File: config.mk
export PLATFORM = sky130hd
export DESIGN_NAME = vqda_fifo
export DESIGN_NICKNAME = d
export VERILOG_FILES = /design/src/rtl/vqda_pkg.sv /design/src/rtl/vqda_fifo.sv
export SDC_FILE = /design/constraint.sdc
export NUM_CORES = 1
export LEC_CHECK = 0
export BUFFER_PORTS_ARGS = -buffer_cell sky130_fd_sc_hd__buf_2
export CAP_MARGIN = 30
export CORE_ASPECT_RATIO = 1.2
export CORE_MARGIN = 5
export CORE_UTILIZATION = 42
export DETAILED_ROUTE_END_ITERATION = 10
export GPL_TIMING_DRIVEN = 0
export PLACE_DENSITY = 0.78
export SKIP_LAST_GASP = 1
export SLEW_MARGIN = 20
export SYNTH_ARGS = -nofsm -noshare
export SYNTH_HDL_FRONTEND = slang
export SYNTH_SLANG_ARGS = --single-unit
File: constraint.sdc
create_clock -name clk -period 1.9 [get_ports clk]
set_clock_uncertainty 0.1 [all_clocks]
set_input_delay 0.38 -clock clk [delete_from_list [all_inputs] [get_ports clk]]
set_output_delay 0.38 -clock clk [all_outputs]
set_load 0.03 [all_outputs]
File: src/rtl/vqda_pkg.sv
// ----------------------------------------------------------------------------
// vqda_pkg
// Shared types, constants and helpers of the virtqueue descriptor allocator.
// ----------------------------------------------------------------------------
package vqda_pkg;

  // Sizes
  localparam int NUM_RINGS    = 4;
  localparam int MAX_DESC     = 256;
  localparam int RING_W       = $clog2(NUM_RINGS);
  localparam int DESC_W       = $clog2(MAX_DESC);
  localparam int LEN_W        = DESC_W + 1;
  localparam int LOG2_W       = 4;
  localparam int OP_W         = 2;
  localparam int AVAIL_W      = 16;
  localparam int MEM_AW       = RING_W + DESC_W;
  localparam int MEM_DEPTH    = NUM_RINGS * MAX_DESC;
  localparam int LEN_LOG2_MAX = $clog2(MAX_DESC + 1) - 1;

  localparam logic [LOG2_W-1:0]  LEN_LOG2_RESET = LOG2_W'(8);
  localparam logic [AVAIL_W-1:0] AVAIL_MAX      = 16'hffff;

  // Command queue between front and back
  localparam int QUEUE_DEPTH = 2;
  localparam int QPTR_W      = $clog2(QUEUE_DEPTH);
  localparam int QCNT_W      = $clog2(QUEUE_DEPTH + 1);

  // Configuration register indexes
  localparam int CFG_IDX_W = 3;
  localparam logic [CFG_IDX_W-1:0] CFG_IDX_LEN_LAST = CFG_IDX_W'(NUM_RINGS - 1);
  localparam logic [CFG_IDX_W-1:0] CFG_IDX_MASK     = CFG_IDX_W'(4);

  typedef enum logic [OP_W-1:0] {
    OP_ALLOC  = 2'd0,
    OP_CHAIN  = 2'd1,
    OP_FREE   = 2'd2,
    OP_SUBMIT = 2'd3
  } op_t;

  typedef enum logic [2:0] {
    BK_SWEEP,
    BK_IDLE,
    BK_DECIDE,
    BK_POP,
    BK_CHAIN
  } bk_state_t;

  // Classified item as it travels through the queue
  typedef struct packed {
    op_t               op;
    logic [RING_W-1:0] ring;
    logic [DESC_W-1:0] desc;
    logic [LEN_W-1:0]  count;
    logic [LEN_W-1:0]  len;
    logic              refused;
  } cmd_t;

  // Free list rebuild after a ring length write
  typedef struct packed {
    logic              valid;
    logic [RING_W-1:0] ring;
    logic [LEN_W-1:0]  len;
  } rebuild_t;

  // Back end status seen by the front
  typedef struct packed {
    logic sweeping;
    logic rebuilding;
  } bk_status_t;

  // Ring length from its log2, saturated to the largest supported size
  function automatic logic [LEN_W-1:0] ring_len(input logic [LOG2_W-1:0] log2);
    logic [LOG2_W-1:0] k;
    k = (log2 > LOG2_W'(LEN_LOG2_MAX)) ? LOG2_W'(LEN_LOG2_MAX) : log2;
    return LEN_W'(1) << k;
  endfunction

endpackage

File: src/rtl/vqda_fifo.sv
// ----------------------------------------------------------------------------
// vqda_fifo
// Short command queue that decouples the front end from the back end.
// ----------------------------------------------------------------------------
module vqda_fifo (
  input  logic           clk,
  input  logic           rst_n,
  input  logic           push,
  input  vqda_pkg::cmd_t push_data,
  input  logic           pop,
  output vqda_pkg::cmd_t pop_data,
  output logic           full,
  output logic           empty
);
  import vqda_pkg::*;

  cmd_t              slot_r [QUEUE_DEPTH];
  logic [QPTR_W-1:0] wr_ptr_r;
  logic [QPTR_W-1:0] rd_ptr_r;
  logic [QCNT_W-1:0] count_r;
  logic              do_push;
  logic              do_pop;

  assign full     = count_r == QCNT_W'(QUEUE_DEPTH);
  assign empty    = count_r == '0;
  assign do_push  = push && !full;
  assign do_pop   = pop && !empty;
  assign pop_data = slot_r[rd_ptr_r];

  // Pointers and fill count
  always_ff @(posedge clk) begin
    if (!rst_n) begin
      wr_ptr_r <= '0;
      rd_ptr_r <= '0;
      count_r  <= '0;
    end else begin
      if (do_push) wr_ptr_r <= wr_ptr_r + QPTR_W'(1);
      if (do_pop)  rd_ptr_r <= rd_ptr_r + QPTR_W'(1);
      case ({do_push, do_pop})
        2'b10:   count_r <= count_r + QCNT_W'(1);
        2'b01:   count_r <= count_r - QCNT_W'(1);
        default: ;
      endcase
    end
  end

  // Storage
  always_ff @(posedge clk) begin
    if (do_push) slot_r[wr_ptr_r] <= push_data;
  end

endmodule

==> qor.csv <==
metric,value,unit
die width,79.9,um
Crit path largest cell delay,400,ps
Util after Layout,0.573,
initial antenna violation count,0,
Slew Limit Fails,0,
CP Class,flop to primary output,
Syn Nets,158,
Core ar.,0.00567,mm2
max cap viols,0,
share of cells above drive strength 1,0.601,
r2r setup slk,90,ps
Avg WL per Cell,15.5,um
Leak,1.22,nW
"Arr. time, crit path",1400,ps
Post-DP HPWL,3.06,mm
Max-slew headroom,0.759,
CTS buffer count,9,
global-route wire length before repair,6.98,mm
vias in the first global route,1483,
die height,93.9,um
area grow syn2layout,32.0,%
Top-Level Pins,68,
crit share post-route,0.991,
YS warnings,0,
"Distinct cells, synth",18,
Final nets,239,
outcome,completed,
root buffer cell,clkbuf_8,
CP Data Required Time,1420,ps
clk slew on worst S/H paths,80,ps
multi-input logic area,475,um2
drt pass-1 iters,6,
sequential-to-total area share from yosys stat,0.797,
HP Class,primary input to flop,
DR vias/cell,4.60,
number of diodes,0,
"FFs w/ async S/R, synth",0,
via count,1326,
Combinational Power Share,0.322,
global-route usage over all layers,0.129,
Setup crit end kind,primary output,
endpoints failing setup,0,
Sequential Area,0.00197,mm2
most used flip-flop cell after synthesis,edfxtp_1,
"Critical Path, Cell by Cell",buf_8 -> mux2_2 -> buf_2,
CTS tree,built,
Synth area leaders,"edfxtp_1 76%, mux2_2 14%, dfxtp_1 4.1%, xnor2_1 1.1%, buf_2 0.61%",
fillers,436,
Avg Inst Size Synth,20.2,um2
#FFs+latches synth,67,
I/O Buffers,67,
num rows,30,
largest net degree at the start of global routing,21,
clock share of power,0.286,
routability cong.,0.717,
Total Power,5.01,mW
Post-synth EDFFs,62,
synthesized instance count,122,
slew at the pin with the worst max-slew slack,361,ps
Overflow after GRT,0,
Remaining DRCs,0,
Seq pwr share,0.392,
Worst Hold Margin,125,ps
starting density of the core,0.434,
Clock Sinks,67,
Post-synth top cells,"62 x edfxtp_1, 31 x mux2_2, 5 x dfxtp_1",
hold buffers post-CTS,0,
top-count cell post-synth,edfxtp_1,
RSZ-0062 raised after global routing,yes,
Pint,3.39,mW
CTS H-tree depth,3,
clk buf depth,2,
Clock Latency Late Sink,330,ps
final WL,4.46,mm
PwrDens,1540,mW/mm2
NetSw,1.62,mW
maximum VDD drop,866,uV
Routed Antenna Nets,0,
dominant cell type by area after synthesis,edfxtp_1,
1st-iter DRT viols,57,
Synth Cell Area,0.00246,mm2
Final min period,1880,ps
die area,0.00750,mm2
CP Max Fanout,10,
crit start category,flop,
top achievable clock speed,0.531,GHz
sw frac,0.323,
Synth top area share,0.756,
Fin. Hold Viols,0,
critical path's slowest cell,dfxtp_4,
power groups by stage:
| stage | Clock, mW | Combinational, mW | Sequential [mW] |
|---|---|---|---|
| CTS | 1.47 | 1.61 | 1.97 |
| finish | 1.43 | 1.62 | 1.96 |
| detailed placement | 0 | 1.53 | 1.99 |
| global route | 1.54 | 1.72 | 1.98 |
| global placement | 0 | 1.49 | 1.97 |
| floorplan | 0 | 1.13 | 1.96 |
layout make-up:
| cell class | instances | area share |
|---|---|---|
| well taps | 80 | 0.0308 |
| clock buffers | 9 | 0.0381 |
| repair inverters | 1 | 0.00231 |
| repair buffers | 69 | 0.119 |
| multi-input cells | 49 | 0.146 |
| flip-flops and latches | 67 | 0.605 |
| inverters | 3 | 0.00462 |
| plain buffers | 3 | 0.0154 |
| clock inverters | 7 | 0.0381 |
registers in the layout, indices dropped and copies added, names as in the netlist, named ones only:
| name | count |
|---|---|
| slot_r | 62 |
| count_r | 2 |
| rd_ptr_r | 1 |
| wr_ptr_r | 1 |
worst max-delay path: cells and delay by family (launching register included):
kind	cells	cell delay [ps]
buf+inv	2	330
mux	1	340
flops	1	400
kinds of logic after synthesis:
family / share of synthesized area
flip-flops: 0.797
XOR/XNOR: 0.0107
adder cells (fa/ha/maj): 0.00508
AO/OA/AOI/OAI: 0.0132
buffers and inverters: 0.0107
multiplexers: 0.142
AND/OR/NAND/NOR: 0.0218
final timing paths:
kind | cells after the start | from | end
max | 3 | flop | pop_data[24]
min | 1 | push_data[24] | slot_r[1][24]
min reg2reg | 2 | wr_ptr_r | wr_ptr_r
max reg2reg | 4 | count_r[0] | slot_r[0][12]
per-layer routing:
| metal | track usage | wire [um] | up-vias | part of all wire |
|---|---|---|---|---|
| met1 | 0.137 | 1750 | 634 | 0.39 |
| met2 | 0.213 | 2320 | 52 | 0.52 |
| li1 | - | - | 631 | - |
| met4 | 0.0986 | 127 | 0 | 0.028 |
| met5 | 0 | 0 | - | 0 |
| met3 | 0.0384 | 268 | 9 | 0.060 |
placed cells by master, fill, tap and decap left out, types with 2 or more instances in the layout:
| cell | instances |
|---|---|
| a21boi_1 | 2 |
| buf_12 | 2 |
| buf_2 | 65 |
| buf_8 | 2 |
| bufinv_16 | 3 |
| clkbuf_8 | 9 |
| clkinv_4 | 2 |
| clkinvlp_4 | 3 |
| dfxtp_1 | 4 |
| edfxtp_1 | 62 |
| mux2_2 | 31 |
| nor2b_1 | 2 |
| o21ai_0 | 2 |
| or3_1 | 2 |
| xnor2_1 | 3 |
per-stage QoR:
step                      setup WS (ps)  cells  instance area [um2]  TNS, ps
final                              16.8    288                 3250        0
after floorplan                    42.5    122                 2470        0
after global routing              -41.2    288                 3250     -736
after CTS                         -25.0    287                 3220     -126
after global placement             -384    269                 2900   -13990
after detailed placement          -92.7    270                 2930    -2850
repair_timing:
item / in CTS / in global routing
resized for setup: 13 / 2
gates cloned: 1 / 0
buffers inserted: 0 / 1
endpoints found under the setup margin: 61 / 46
pin swaps: 0 / 0
(Power assumes the default switching activity.)
