$ cat config.mk
export PLATFORM = sky130hd
export DESIGN_NAME = vqda_front
export DESIGN_NICKNAME = d
export VERILOG_FILES = /design/src/rtl/vqda_pkg.sv /design/src/rtl/vqda_front.sv
export SDC_FILE = /design/constraint.sdc
export NUM_CORES = 1
export LEC_CHECK = 0
export BUFFER_PORTS_ARGS = -buffer_cell sky130_fd_sc_hd__clkbuf_2
export CAP_MARGIN = 20
export CORE_ASPECT_RATIO = 1.5
export CORE_UTILIZATION = 45
export DETAILED_ROUTE_END_ITERATION = 7
export PLACE_DENSITY = 0.8
export SYNTH_ARGS = -nofsm -noshare
export SYNTH_HDL_FRONTEND = slang
export SYNTH_SLANG_ARGS = --single-unit
export TNS_END_PERCENT = 50
$ cat constraint.sdc
create_clock -name clk -period 4.5 [get_ports clk]
set_input_delay 0.9 -clock clk [delete_from_list [all_inputs] [get_ports clk]]
set_output_delay 0.9 -clock clk [all_outputs]
set_load 0.05 [all_outputs]
$ cat src/rtl/vqda_pkg.sv
// ----------------------------------------------------------------------------
// vqda_pkg
// Shared types, constants and helpers of the virtqueue descriptor allocator.
// ----------------------------------------------------------------------------
package vqda_pkg;

  // Sizes
  localparam int NUM_RINGS    = 4;
  localparam int MAX_DESC     = 256;
  localparam int RING_W       = $clog2(NUM_RINGS);
  localparam int DESC_W       = $clog2(MAX_DESC);
  localparam int LEN_W        = DESC_W + 1;
  localparam int LOG2_W       = 4;
  localparam int OP_W         = 2;
  localparam int AVAIL_W      = 16;
  localparam int MEM_AW       = RING_W + DESC_W;
  localparam int MEM_DEPTH    = NUM_RINGS * MAX_DESC;
  localparam int LEN_LOG2_MAX = $clog2(MAX_DESC + 1) - 1;

  localparam logic [LOG2_W-1:0]  LEN_LOG2_RESET = LOG2_W'(8);
  localparam logic [AVAIL_W-1:0] AVAIL_MAX      = 16'hffff;

  // Command queue between front and back
  localparam int QUEUE_DEPTH = 2;
  localparam int QPTR_W      = $clog2(QUEUE_DEPTH);
  localparam int QCNT_W      = $clog2(QUEUE_DEPTH + 1);

  // Configuration register indexes
  localparam int CFG_IDX_W = 3;
  localparam logic [CFG_IDX_W-1:0] CFG_IDX_LEN_LAST = CFG_IDX_W'(NUM_RINGS - 1);
  localparam logic [CFG_IDX_W-1:0] CFG_IDX_MASK     = CFG_IDX_W'(4);

  typedef enum logic [OP_W-1:0] {
    OP_ALLOC  = 2'd0,
    OP_CHAIN  = 2'd1,
    OP_FREE   = 2'd2,
    OP_SUBMIT = 2'd3
  } op_t;

  typedef enum logic [2:0] {
    BK_SWEEP,
    BK_IDLE,
    BK_DECIDE,
    BK_POP,
    BK_CHAIN
  } bk_state_t;

  // Classified item as it travels through the queue
  typedef struct packed {
    op_t               op;
    logic [RING_W-1:0] ring;
    logic [DESC_W-1:0] desc;
    logic [LEN_W-1:0]  count;
    logic [LEN_W-1:0]  len;
    logic              refused;
  } cmd_t;

  // Free list rebuild after a ring length write
  typedef struct packed {
    logic              valid;
    logic [RING_W-1:0] ring;
    logic [LEN_W-1:0]  len;
  } rebuild_t;

  // Back end status seen by the front
  typedef struct packed {
    logic sweeping;
    logic rebuilding;
  } bk_status_t;

  // Ring length from its log2, saturated to the largest supported size
  function automatic logic [LEN_W-1:0] ring_len(input logic [LOG2_W-1:0] log2);
    logic [LOG2_W-1:0] k;
    k = (log2 > LOG2_W'(LEN_LOG2_MAX)) ? LOG2_W'(LEN_LOG2_MAX) : log2;
    return LEN_W'(1) << k;
  endfunction

endpackage

$ cat src/rtl/vqda_front.sv
// ----------------------------------------------------------------------------
// vqda_front
// Command front end: holds the configuration registers, accepts items and
// screens them against ring enable, ring length and a zero chain count before queueing.
// ----------------------------------------------------------------------------
module vqda_front (
  input  logic                            clk,
  input  logic                            rst_n,
  input  logic                            start,
  output logic                            busy,
  input  logic [vqda_pkg::OP_W-1:0]       in_op,
  input  logic [vqda_pkg::RING_W-1:0]     in_ring,
  input  logic [vqda_pkg::DESC_W-1:0]     in_desc_index,
  input  logic [vqda_pkg::LEN_W-1:0]      in_chain_count,
  input  logic                            cfg_valid,
  output logic                            cfg_ready,
  input  logic [vqda_pkg::CFG_IDX_W-1:0]  cfg_index,
  input  logic [vqda_pkg::LOG2_W-1:0]     cfg_data,
  input  vqda_pkg::bk_status_t            bk_status,
  input  logic                            q_full,
  output logic                            q_push,
  output vqda_pkg::cmd_t                  q_data,
  output vqda_pkg::rebuild_t              rebuild
);
  import vqda_pkg::*;

  logic [LOG2_W-1:0]    len_log2_r [NUM_RINGS];
  logic [NUM_RINGS-1:0] mask_r;
  logic                 cfg_fire;
  logic [LEN_W-1:0]     sel_len;
  logic                 desc_ok;
  logic                 refused;
  op_t                  op;

  // Config handshake: held off only while a ring rebuild sweep runs
  assign cfg_ready = !bk_status.rebuilding;
  assign cfg_fire  = cfg_valid && cfg_ready;

  always_ff @(posedge clk) begin
    if (!rst_n) begin
      for (int i = 0; i < NUM_RINGS; i++) begin
        len_log2_r[i] <= LEN_LOG2_RESET;
      end
      mask_r <= '0;
    end else if (cfg_fire) begin
      if (cfg_index == CFG_IDX_MASK) begin
        mask_r <= cfg_data[NUM_RINGS-1:0];
      end else if (cfg_index <= CFG_IDX_LEN_LAST) begin
        len_log2_r[cfg_index[RING_W-1:0]] <= cfg_data;
      end
    end
  end

  // Length write rebuilds that ring's free list
  always_comb begin
    rebuild.valid = cfg_fire && (cfg_index <= CFG_IDX_LEN_LAST);
    rebuild.ring  = cfg_index[RING_W-1:0];
    rebuild.len   = ring_len(cfg_data);
  end

  // Static screening of the item
  assign op      = op_t'(in_op);
  assign sel_len = ring_len(len_log2_r[in_ring]);
  assign desc_ok = {1'b0, in_desc_index} < sel_len;

  always_comb begin
    refused = !mask_r[in_ring];
    unique case (op) inside
      OP_FREE, OP_SUBMIT: if (!desc_ok) refused = 1'b1;
      OP_CHAIN:           if (in_chain_count == '0) refused = 1'b1;
      default:            ;
    endcase
  end

  // Accept into the queue
  assign busy   = q_full || bk_status.sweeping;
  assign q_push = start && !busy;

  always_comb begin
    q_data.op      = op;
    q_data.ring    = in_ring;
    q_data.desc    = in_desc_index;
    q_data.count   = in_chain_count;
    q_data.len     = sel_len;
    q_data.refused = refused;
  end

endmodule

==> results.md, run 1 <==
Detailed routing:
- The violation count after the first detailed-route iteration is 29.
- The routed layout has 1261 vias.
- The total routed wirelength is 2950 um.
- The count of nets left with antenna violations once routing finished came out at 0.
- The first-pass iteration count of the detailed router is 4.
- The wire length on met2 is 1750 um.
- Wire segments on met3 add up to 151 um in the final route.
- The detailed router put a total of 1020 um of wire on met1.
- The number of vias per cell is 4.95.
- The detailed-route wire length per cell is 11.6 um.
- In this run the top signal layer used is met4.
- In the routed design, unresolved DRC markers number 0.

Setup path:
- Counting cells, the worst reg-to-reg path comes to 2.
- In this run the worst path has a maximum fanout of 6.
- STA classifies the critical path endpoint as a primary output.
- The data required time at the worst endpoint is 3.60 ns.
- The worst setup slack for register-to-register paths is 3.90 ns.
- Data on the critical path arrives at its endpoint at 3.44 ns.
- The endpoint identified for the worst register-to-register timing path is mask_r[0].
- Walking the worst path, the cells encountered are clkbuf_4 > mux4_2 > or2_1 > or2_2 > ha_1 > a21oi_1 > o21ai_0 > or4_1 > a31o_1 > buf_4.
- The critical path class is in -> out.
- The type of element launching the critical path is an input port.
- The startpoint of the worst-slack reg-to-reg timing path is mask_r[0].
- The largest single stage delay on the critical path is 0.53 ns.
- For this design, the slowest cell found on the critical path is sky130_fd_sc_hd__mux4_2.

Power and ir drop:
- The analysis attributes to net switching a power of 0.175 mW.
- The internal power summed over all cells is 0.336 mW.
- The overall power consumption is 0.511 mW.
- Of the total power, the clock network draws 0.252.
- The leakage power summed over all cells is 0.926 nW.
- Dividing total power by cell area gives a power density of 284 nW/um^2.
- The share of total power dissipated in combinational logic is 0.333.
- The net switching fraction of the power is 0.343.
- The sequential share of power is 0.416.
- The maximum vdd drop is 188 uV.

Min path:
- The start point of the worst min-delay path is mask_r[1].
- Along the worst hold path, the cell count comes to 2.
- The end point of the most critical hold path is mask_r[1].
- The class of the tightest hold or removal check is reg -> reg.

Placed design:
- The count of buffers from port buffering is 80.
- Routability-driven placement finished with a final weighted congestion of 0.803.
- Summing all placed instances gives a cell area of 1740 um^2.
- Once detailed placement completed, the half-perimeter wirelength came to 2640 um.

Synth:
- Yosys printed 0 warnings.
- The count of cell types in the netlist is 34.
- The most used flip-flop cell after synthesis is sky130_fd_sc_hd__edfxtp_1.
- The cell count after synthesis is 158.
- The cell with the most instances after synthesis is sky130_fd_sc_hd__buf_4.
- Of the synthesized area, sequential elements account for 0.377.
- After synthesis, the mean cell area works out to 9.41 um^2.
- Synthesis produced a netlist with a net count of 200.
- The count of flip-flops with a built-in enable after synthesis is 16.
- Counting flops with an async set or reset pin after synthesis yields a share of 0.
- The cell area after synthesis is 1490 um^2.
- In the post-synthesis netlist, the biggest area contributors are sky130_fd_sc_hd__edfxtp_1, sky130_fd_sc_hd__buf_4, sky130_fd_sc_hd__ha_1, sky130_fd_sc_hd__dfxtp_1, sky130_fd_sc_hd__mux4_1.
- By count the netlist is led by sky130_fd_sc_hd__buf_4, sky130_fd_sc_hd__nand2_1, sky130_fd_sc_hd__edfxtp_1.
- After synthesis the netlist holds a flip-flop and latch count of 20.
- The largest area contributor in the netlist is sky130_fd_sc_hd__edfxtp_1.
- Of the post-synthesis cell area, the dominant cell type holds 0.323.

Die:
- 81 I/O pins were placed.
- From left edge to right edge, the die measures 48.9 um.
- From bottom edge to top edge, the die measures 72.4 um.
- The die covers 3540 um^2.
- The core region is 3160 um^2.
- Row generation in the floorplan step produced 25 rows.
- The initial utilization of the core area, before any placement, comes to 0.470.

Clock tree:
- The number of buffers inserted by post-CTS setup repair is 0.
- The clock tree from TritonCTS is done.
- In this run the number of H-tree levels came out at 1.
- The post-CTS clock slew at the launch and capture registers of the worst setup and hold paths is 0.07 ns.
- The tree is rooted in a sky130_fd_sc_hd__clkbuf_8.
- The longest clock path from root to sink contains 2 buffers.
- For the worst-skew pair, the clock arrives at the later sink with an insertion delay of 0.25 ns.
- The number of clock sinks is 20.
- The number of buffers created by CTS is 3.

GRT:
- The initial antenna violation count came to 0.
- The largest net degree at the start of global routing is 12.
- The number of global-route vias before repair is 1112.
- Summed over all layers, the global routing overflow is 0.
- The global routing usage summed across all routing layers is 0.173.
- The first global-routing pass estimated 4730 um of wire.

STA:
- The highest achievable clock rate is 231 MHz.
- Of the available clock period, the critical path in the final layout requires 0.964.
- The final hold slack is 0.514 ns.
- The number of failing setup endpoints in the final timing report is 0.
- Setup repair after global routing left no endpoint under its margin.
- The final hold violation count is 0.
- The worst-margin pin slew is 0.608 ns.
- Summed over all failing endpoints, the final setup total negative slack is 0 ns.
- The setup clock skew after layout is 0 ns.
- The count of pins over their slew limit was 0.
- The time the worst path needs with I/O delays and setup is 4.34 ns.
- The worst pin sits at a relative slew slack of 0.594.

Cells and area:
- In the final design database the tool counted 258 nets.
- Of the cells placed in the final design, the portion with a size suffix greater than 1 is 0.428.
- From synthesis to final layout, the design area changed by 21.1%.
- The post-route cell area is 1800 um^2.
- In the final layout, the multi-input gates occupy 669 um^2.
- After filler insertion, the fill cell instance count of the layout stands at 294.
- The number of inserted diodes is 0.
- The utilization after layout is 0.570.
- In the final layout, flip-flops and latches occupy 561 um^2.

Status:
- The run finished with clean final reports.

Flow run:
- The total of max-cap violations is 0.
==> flip-flops by register name, indices dropped and copies added (netlist names) <==
signal      count
len_log2_r     16
mask_r          4
==> power groups by stage <==
| stage | registers, mW | clock network, mW | logic (mW) |
|---|---|---|---|
| after floorplan | 0.214 | 0 | 0.137 |
| after global placement | 0.216 | 0 | 0.167 |
| after detailed placement | 0.217 | 0 | 0.170 |
| after CTS | 0.213 | 0.129 | 0.170 |
| after global routing | 0.213 | 0.135 | 0.182 |
| final | 0.213 | 0.129 | 0.170 |
==> cells by family (layout without fill, tap and decap cells) <==
| kind of cell | count (synthesis) | after routing | share of synthesized area |
|---|---|---|---|
| compound gates | 9 | 9 | 0.0404 |
| fa+ha+maj | 7 | 7 | 0.0589 |
| buf+inv | 42 | 99 | 0.172 |
| flops | 20 | 20 | 0.377 |
| mux | 9 | 9 | 0.110 |
| simple gates | 71 | 71 | 0.242 |
==> worst max path at each step <==
stage	cells past startpoint	from	to	slack (ns)
4_1_cts	10	in_ring[0]	q_data[0]	0.06
6_report	10	in_ring[0]	q_data[0]	0.16
3_5_place_dp	10	in_ring[0]	q_data[0]	0.07
5_1_grt	10	in_ring[0]	q_data[0]	0.002
3_3_place_gp	10	in_ring[0]	q_data[0]	0.12
2_1_floorplan	10	in_ring[0]	q_data[0]	0.03
==> layout make-up <==
cell class | instances | share of cell area
tap | 40 | 0.0278
clock buffer | 4 | 0.0306
multi-input combinational | 96 | 0.372
inverter | 14 | 0.0292
sequential | 20 | 0.311
timing repair buffer | 81 | 0.229
==> routing by layer <==
metal	GRT usage	vias up
met2	0.369	55
met1	0.173	562
met3	0.0105	4
met4	0.0490	0
met5	0	-
li1	-	640
==> layout by cell type, fill, tap and decap left out, types with 2 or more instances in the layout <==
cell                       Yosys  routed
sky130_fd_sc_hd__a21oi_1       3       3
sky130_fd_sc_hd__and2_1        2       2
sky130_fd_sc_hd__buf_4        24       2
sky130_fd_sc_hd__clkbuf_2      0      78
sky130_fd_sc_hd__clkbuf_8      0       4
sky130_fd_sc_hd__dfxtp_1       4       4
sky130_fd_sc_hd__edfxtp_1     16      16
sky130_fd_sc_hd__ha_1          7       7
sky130_fd_sc_hd__inv_1        14      14
sky130_fd_sc_hd__mux2i_1       4       4
sky130_fd_sc_hd__mux4_1        3       2
sky130_fd_sc_hd__mux4_2        2       3
sky130_fd_sc_hd__nand2_1      17      17
sky130_fd_sc_hd__nand2b_1      6       6
sky130_fd_sc_hd__nand3_1       3       3
sky130_fd_sc_hd__nor2_1       14      13
sky130_fd_sc_hd__nor2b_1       6       6
sky130_fd_sc_hd__nor3_1        9       9
sky130_fd_sc_hd__nor4_1        2       2
sky130_fd_sc_hd__o21ai_0       2       2
sky130_fd_sc_hd__or2_2         3       3
sky130_fd_sc_hd__or3_1         2       2
==> stage by stage <==
stage / instances / setup WS, ns
after floorplan: 158 / 0.0313
after global placement: 251 / 0.122
after detailed placement: 251 / 0.0711
after CTS: 255 / 0.0587
after global routing: 255 / 0.00178
final: 255 / 0.164
==> worst max-delay path: cells and delay by family <==
kind | cells | cell delay [ns]
adder cells (fa/ha/maj) | 1 | 0.19
AND/OR/NAND/NOR | 3 | 0.99
buffers and inverters | 2 | 0.35
AO/OA/AOI/OAI | 3 | 0.48
multiplexers | 1 | 0.53
==> repair_timing <==
action                                  CTS  global route
endpoints found under the setup margin    0             1
resized for setup                         0             7
hold buffers                              0             0
Power figures use the tool's default switching activity.
==> run 2: changes to the inputs <==
- PLACE_DENSITY: 0.8 -> 0.81
==> run 2 against run 1 <==
Compared with the run above:
- critical path depth unchanged
- combinational power hardly changed
- final cell count unchanged
- first-iteration DRC count fell by 45%
- cell area increased by 0.76%
- setup slack lost 0.018 ns
==> results.md, run 2 (synthesized netlist as in run 1, its figures left out) <==
Cells and area:
- The count of placed standard cells in the final layout, fillers left out is 255.
- The library cell used most frequently in the layout, excluding fill and tap cells, is sky130_fd_sc_hd__clkbuf_2.
- 0 antenna diodes ended up in the layout.
- len_log2_r holds more flip-flops than any other register.
- Compared with the post-synthesis result, the final layout area differs by 22.1%.
- The largest registers in the layout are len_log2_r x16, mask_r x4.
- In the layout the commonest cells are sky130_fd_sc_hd__clkbuf_2, sky130_fd_sc_hd__nand2_1, sky130_fd_sc_hd__edfxtp_1.
- The number of flip-flops in the largest register is 16.
- The number of nets in the layout is 258.
- The utilization after layout is 0.574.
- The ratio of cells with drive above 1 in the final layout is 0.428.

Power and ir drop:
- The analysis attributes to cell leakage a power of 0.931 nW.
- The sequential share of power is 0.381.
- The total net switching power is 0.182 mW.
- The maximum vdd drop is 213 uV.
- The fraction of power consumed by combinational cells is 0.304.
- The areal power density over the cells is 308 nW/um^2.
- The overall power consumption is 0.559 mW.
- Of the total power, the share spent switching nets is 0.325.
- The clock group share of total power is 0.315.
- The internal power summed over all cells is 0.377 mW.

Detailed routing:
- The total routed wirelength is 3120 um.
- The violation count after the first detailed-route iteration is 16.
- The final route contains 1240 vias.
- For this run, the detailed router's first-pass iteration total came to 4.
- After detailed routing, the average wire length per cell comes to 12.2 um.
- For this run, design rule violations remaining after detail routing come to 0.
- The detail route stage leaves a number of antenna-violating nets equal to 0.
- The number of vias per cell is 4.86.

Setup path:
- Counting both buffers and inverters, the worst setup path holds a total of 2.
- The startpoint of the worst-slack reg-to-reg timing path is mask_r[2].
- In this run the critical register-to-register path is captured at mask_r[2].
- At the worst endpoint, the arrival time is 3.45 ns.
- The number of cells on the worst reg-to-reg path is 2.
- The critical path class is in -> out.
- The worst setup path is launched from an input port.
- In this run the worst setup path terminates at q_data[0].
- Among cell families on the critical path, the largest total delay comes from simple AND/OR/NAND/NOR gates.
- The endpoint type of the worst setup path is a primary output.
- On the critical path, the stage with the largest delay is an instance of sky130_fd_sc_hd__mux4_2.
- The number of cells on the critical path is 10.
- The worst setup slack for register-to-register paths is 3.89 ns.
- The worst-path maximum fanout is 6.
- At the worst endpoint, the required time is 3.60 ns.
- The stage delay of the slowest cell on the critical path is 0.54 ns.
- The start point of the critical path is in_ring[0].
- Traced cell by cell, the critical path runs through clkbuf_4 > mux4_2 > or2_1 > or2_2 > ha_1 > a21oi_1 > o21ai_0 > or4_1 > a31o_1 > buf_2.

Clock tree:
- The number of clock sinks is 20.
- In this run the number of H-tree levels came out at 1.
- No sink is reached through more buffers than the 2 on the longest clock path.
- CTS placed an instance of sky130_fd_sc_hd__clkbuf_8 at the clock tree root.
- The latest clock arrival within the worst-skew pair is 0.25 ns.
- Buffers inserted to repair hold after CTS numbered 0.
- After clock tree synthesis, the clock-pin slew on the worst setup and hold paths is 0.07 ns.
- TritonCTS built the clock tree.
- The number of buffers created by CTS is 3.

STA:
- The normalized max-slew margin is 0.602.
- The number of failing setup endpoints in the final timing report is 0.
- The setup clock skew after layout is 0 ns.
- Subtracting the final worst setup slack from the clock period gives 4.35 ns.
- The final sum of negative setup slack is 0 ns.
- Timing would allow up to 230 MHz.
- Of the available clock period, the critical path in the final layout requires 0.968.
- Across all hold checks on the routed design, the worst slack comes to 0.525 ns.
- For the pin with the worst max-slew slack, the measured transition is 0.595 ns.
- The count of pins over their slew limit is 0.
- The final hold violation count is 0.
- Setup repair after global routing left no endpoint under its margin.

Die:
- The row count is 25.
- The die is 72.4 um tall.
- During I/O placement, the number of pins put on the boundary was 81.
- The x dimension of the die is 48.9 um.
- The effective utilization at floorplan is 0.470.
- The overall die area is 3540 um^2.
- The floorplan step defined a core boundary enclosing 3160 um^2.

Placed design:
- The wire-length estimate of the detail-placed layout is 2640 um.
- At the end of routability-driven placement, the weighted congestion stood at 0.793.
- The count of buffers from port buffering is 80.
- In this run, placement finished with an instance count of 251.

GRT:
- The largest net degree at the start of global routing is 13.
- The initial antenna violation count is 0.
- The global routing usage summed across all routing layers is 0.187.
- Summed over all layers, the global routing overflow is 0.
- The number of global-route vias before repair was 1163.
- The global-route wire length before repair is 5000 um.

Flow run:
- Max-cap violations in this run came to 0.

Min path:
- The class of the tightest hold or removal check is reg -> reg.

Status:
- The run finished with clean final reports.
-- run 2: worst min-delay path by stage --
stage | start | to | depth (start not counted)
2_1_floorplan | mask_r[1] | mask_r[1] | 2
3_3_place_gp | mask_r[2] | mask_r[2] | 2
3_5_place_dp | mask_r[0] | mask_r[0] | 2
4_1_cts | mask_r[0] | mask_r[0] | 2
5_1_grt | mask_r[3] | mask_r[3] | 2
6_report | mask_r[0] | mask_r[0] | 2
-- run 2: per-stage QoR --
stage	area (um^2)	setup WS (ns)
final	1810	0.146
after global routing	1810	0.0340
after CTS	1810	0.0349
after detailed placement	1740	0.0416
after global placement	1740	0.130
after floorplan	1490	0.0313
-- run 2: cell type report --
cell class / instances / area (um^2)
multi-input combinational: 96 / 669
timing repair buffer: 81 / 410
clock inverter: 1 / 30.0
inverter: 14 / 52.6
fill: 319 / 1350
sequential: 20 / 561
clock buffer: 3 / 41.3
tap: 40 / 50.0
-- run 2: metal layers --
layer | track usage | wire length [um] | up-vias
met2 | 0.398 | 1780 | 66
li1 | - | - | 637
met3 | 0.0252 | 198 | 4
met4 | 0.0752 | 31 | 0
met5 | 0 | 0 | -
met1 | 0.171 | 1110 | 533
-- run 2: power groups by stage --
stage	registers (mW)	clock network (mW)	logic (mW)
global placement	0.216	0	0.167
detailed placement	0.217	0	0.170
global route	0.213	0.185	0.182
finish	0.213	0.176	0.170
CTS	0.213	0.178	0.170
floorplan	0.214	0	0.137
-- run 2: worst min-delay path: stages (launching register included) --
cell and delay (ns):
sky130_fd_sc_hd__dfxtp_1 0.33, sky130_fd_sc_hd__mux2i_1 0.07, sky130_fd_sc_hd__nor2b_1 0.09
-- run 2: what timing repair did --
item | CTS | global route
endpoints found under the setup margin | 0 | 1
buffers inserted | 0 | 0
resized for setup | 0 | 5
